==> src/sv/bnsp_ram.sv <==
module bnsp_ram #(
	parameter int WIDTH = 8,
	parameter int DEPTH = 16
) (
	input  logic                     clk,
	input  logic                     we,
	input  logic [$clog2(DEPTH)-1:0] waddr,
	input  logic [WIDTH-1:0]         wdata,
	input  logic [$clog2(DEPTH)-1:0] raddr,
	output logic [WIDTH-1:0]         rdata
);

	logic [WIDTH-1:0] mem [DEPTH];

	always_ff @(posedge clk) begin
		if (we) begin
			mem[waddr] <= wdata;
		end
		rdata <= mem[raddr];
	end

endmodule

==> config.mk <==
export PLATFORM = sky130hd
export DESIGN_NAME = bnsp_ram
export DESIGN_NICKNAME = d
export VERILOG_FILES = /design/src/sv/bnsp_ram.sv
export SDC_FILE = /design/constraint.sdc
export NUM_CORES = 1
export LEC_CHECK = 0
export ABC_CLOCK_PERIOD_IN_PS = 1960
export BUFFER_PORTS_ARGS = -buffer_cell sky130_fd_sc_hd__buf_2
export CAP_MARGIN = 30
export CORE_UTILIZATION = 56
export CTS_BUF_LIST = sky130_fd_sc_hd__clkbuf_4
export CTS_CLUSTER_SIZE = 40
export DETAILED_ROUTE_END_ITERATION = 10
export GPL_ROUTABILITY_DRIVEN = 0
export PLACE_DENSITY = 0.77
export SYNTH_ARGS = -nofsm -noshare
export SYNTH_HDL_FRONTEND = slang
export SYNTH_SLANG_ARGS = --single-unit
==> constraint.sdc <==
create_clock -name clk -period 1.96 [get_ports clk]
set_input_delay 0.588 -clock clk [delete_from_list [all_inputs] [get_ports clk]]
set_output_delay 0.588 -clock clk [all_outputs]
set_load 0.005 [all_outputs]
==> impl_metrics.csv <==
group,metric,value,unit
run_status,status,"finished with violations",
run_status,violations,"design-rule violations",
synth,synthCells,229,
worst_setup_path,arrival,950,ps
cells_and_area,drive_gt1_share,32.8,%
timing,hold_viol_final,0,
power,power_frac_seq,58.9,%
synth,synth_fp_nets,247,
worst_setup_path,cp_cell_sequence,"buf_2",
worst_setup_path,worst_setup_path_end_kind,"primary output",
run,drv_cap,0,
timing,max_freq,0.649,GHz
power,p_int,4400,uW
clock_tree,cts.path.max_buffers,2,
detailed_routing,dr_total_vias,2426,
clock_tree,cts_num_sinks,136,
clock_tree,cts_hold_buf,0,
timing,clock_skew,11.1,ps
synth,yosysTopAreaCellShare,74.7,%
hold_path,whs_path_depth,1,
floorplan,dieHeight,97.9,um
synth,synth_area_leaders,"edfxtp_1, mux4_2, mux4_1, dfxtp_1, a22oi_1",
timing,slew_headroom,75.7,%
synth,synth_largest_area_cell,"edfxtp_1",
worst_setup_path,crit_slowest_cell,"dfxtp_1",
detailed_routing,drt_iter0_drc,221,
floorplan,dieWidth,97.9,um
detailed_routing,wirelength,9180,um
hold_path,hp-class,"in2reg",
synth,avgSynthCellArea,22.5,sq um
power,clkPwrFrac,35.6,%
worst_setup_path,rrSetupSlack,580,ps
timing,setup_viol,0,
worst_setup_path,start_kind,"flop",
worst_setup_path,rr_worst_depth,3,
worst_setup_path,cp_max_fo,1,
clock_tree,h-tree-depth,4,
hold_path,min_to,"mem[6][6]",
synth,synth.distinct_cells,19,
placement,hpwl,5840,um
worst_setup_path,timing.rr.start,"mem[3][6]",
clock_tree,cts_buffers,17,
floorplan,start_util,58.5,%
cells_and_area,final_cell_mix,"edfxtp_1, buf_2, buf_4, mux4_2, clkbuf_4",
placement,dp_cells,375,
hold_path,hp-start,"wdata[6]",
cells_and_area,final_cells,408,
timing,rsz0062_at_grt,"no",
timing,tightestPinTransition,365,ps
detailed_routing,wire_per_inst,22.5,um
global_route,grtUsageTotal,21.0,%
worst_setup_path,timing.rr.end,"rdata[6]",
worst_setup_path,slowest_delay,350,ps
clock_tree,cts_root_buffer,"clkbuf_4",
global_route,antenna_found_initial,1,
detailed_routing,dr.pass1.iters,7,
floorplan,ios,26,
global_route,grt_pass1_vias,2463,
worst_setup_path,required,1370,ps
timing,hold_ws,461,ps
clock_tree,cts_resized,0,
detailed_routing,ant_nets,0,
cells_and_area,final_common_cell,"edfxtp_1",
cells_and_area,nets,304,
worst_setup_path,critPathBufInv,1,
timing,drv_slew,0,
detailed_routing,drcViolationCount,2,
clock_tree,cts_tree,"yes",
synth,ys_warn_count,0,
power,p_sw,1140,uW
synth,ys_ff_latch,136,
cells_and_area,area_growth,13.8,%
clock_tree,postCtsSetupRepairBufs,0,
clock_tree,path_clk_slew,120,ps
power,comb_power_share,5.5,%
synth,synthesis.area,0.00515,sq mm
global_route,grt_pass1_wl,14100,um
synth,ys_seq_area_share,77.8,%
placement,io_buffers,25,
worst_setup_path,crit_family,"flip-flops",
global_route,grt_overflow,0,
floorplan,row_count,34,
power,power_density,946,mW/mm^2
power,swShare,20.5,%
clock_tree,worstSkewPairLatency,490,ps
power,p_leak,0.00200,uW
global_route,grt_max_degree,33,
timing,finalCriticalPeriod,1540,ps
timing,min_period_over_period,78.6,%
worst_setup_path,worstSetupPathType,"reg2out",
power,vdd_drop_max,0.472,mV
floorplan,fp.dieArea,0.00958,sq mm
floorplan,core,0.00881,sq mm
detailed_routing,vias_per_cell,5.95,
-- registers in the layout, summed over array words and instances, names as in the netlist --
| register | count |
|---|---|
| mem | 128 |
| rdata | 8 |
-- cell usage after synthesis --
library cell / count
a22oi_1: 16
and2_1: 1
and2b_1: 1
buf_2: 3
buf_4: 1
buf_6: 3
clkdlybuf4s25_2: 3
dfxtp_1: 8
edfxtp_1: 128
mux4_1: 14
mux4_2: 18
nand2_1: 9
nand2b_1: 2
nand3_1: 1
nand3b_1: 2
nor2_1: 13
nor2b_1: 1
nor3_1: 4
or3b_2: 1
-- area by class of cell --
type,instances,area (sq um)
fill,549,2950
sequential,136,4000
multi-input combinational,83,1060
clock inverter,14,181
timing repair buffer,48,335
clock buffer,18,135
antenna,1,2.50
tap,108,135
-- kinds of logic (layout without fill, tap and decap cells) --
family | Yosys count | after routing | synth area share [%]
compound gates | 16 | 16 | 2.33
mux | 32 | 32 | 15.0
buf+inv | 10 | 80 | 1.68
other cells | 0 | 1 | 0
flops | 136 | 136 | 77.8
simple gates | 35 | 35 | 3.18
-- through the flow --
stage | setup slack (ps) | power (uW) | utilization [%] | setup TNS [ps] | area, sq um
final | 420 | 5540 | 66.5 | 0 | 5860
after global routing | 329 | 5720 | 66.5 | 0 | 5860
after CTS | 350 | 5580 | 66.5 | 0 | 5850
after detailed placement | -30.6 | 3630 | 62.9 | -31.6 | 5540
after global placement | -4.05 | 3620 | 62.9 | -5.72 | 5540
after floorplan | 106 | 3490 | - | 0 | 5150
-- power by group through the flow --
stage | Sequential, uW | Combinational [uW] | Clock [uW]
floorplan | 3330 | 165 | 0
global placement | 3330 | 295 | 0
detailed placement | 3330 | 304 | 0
CTS | 3260 | 306 | 2010
global route | 3270 | 327 | 2130
finish | 3260 | 305 | 1970
-- worst max-delay path by stage --
stage,from,to,slack (ps),cells after the start
final,rdata[3],rdata[3],420,1
after global routing,rdata[3],rdata[3],330,1
after CTS,rdata[3],rdata[3],350,1
after detailed placement,raddr[0],rdata[2],-30,5
after global placement,raddr[0],rdata[2],-4,5
after floorplan,waddr[2],mem[3][0],110,2
-- layer usage --
layer | routed length [um] | up-vias | track usage, %
li1 | - | 1088 | -
met1 | 3800 | 1232 | 28.5
met2 | 4730 | 97 | 33.3
met3 | 550 | 9 | 4.94
met4 | 103 | 0 | 8.62
met5 | 0 | - | 0
Power figures use the tool's default switching activity.
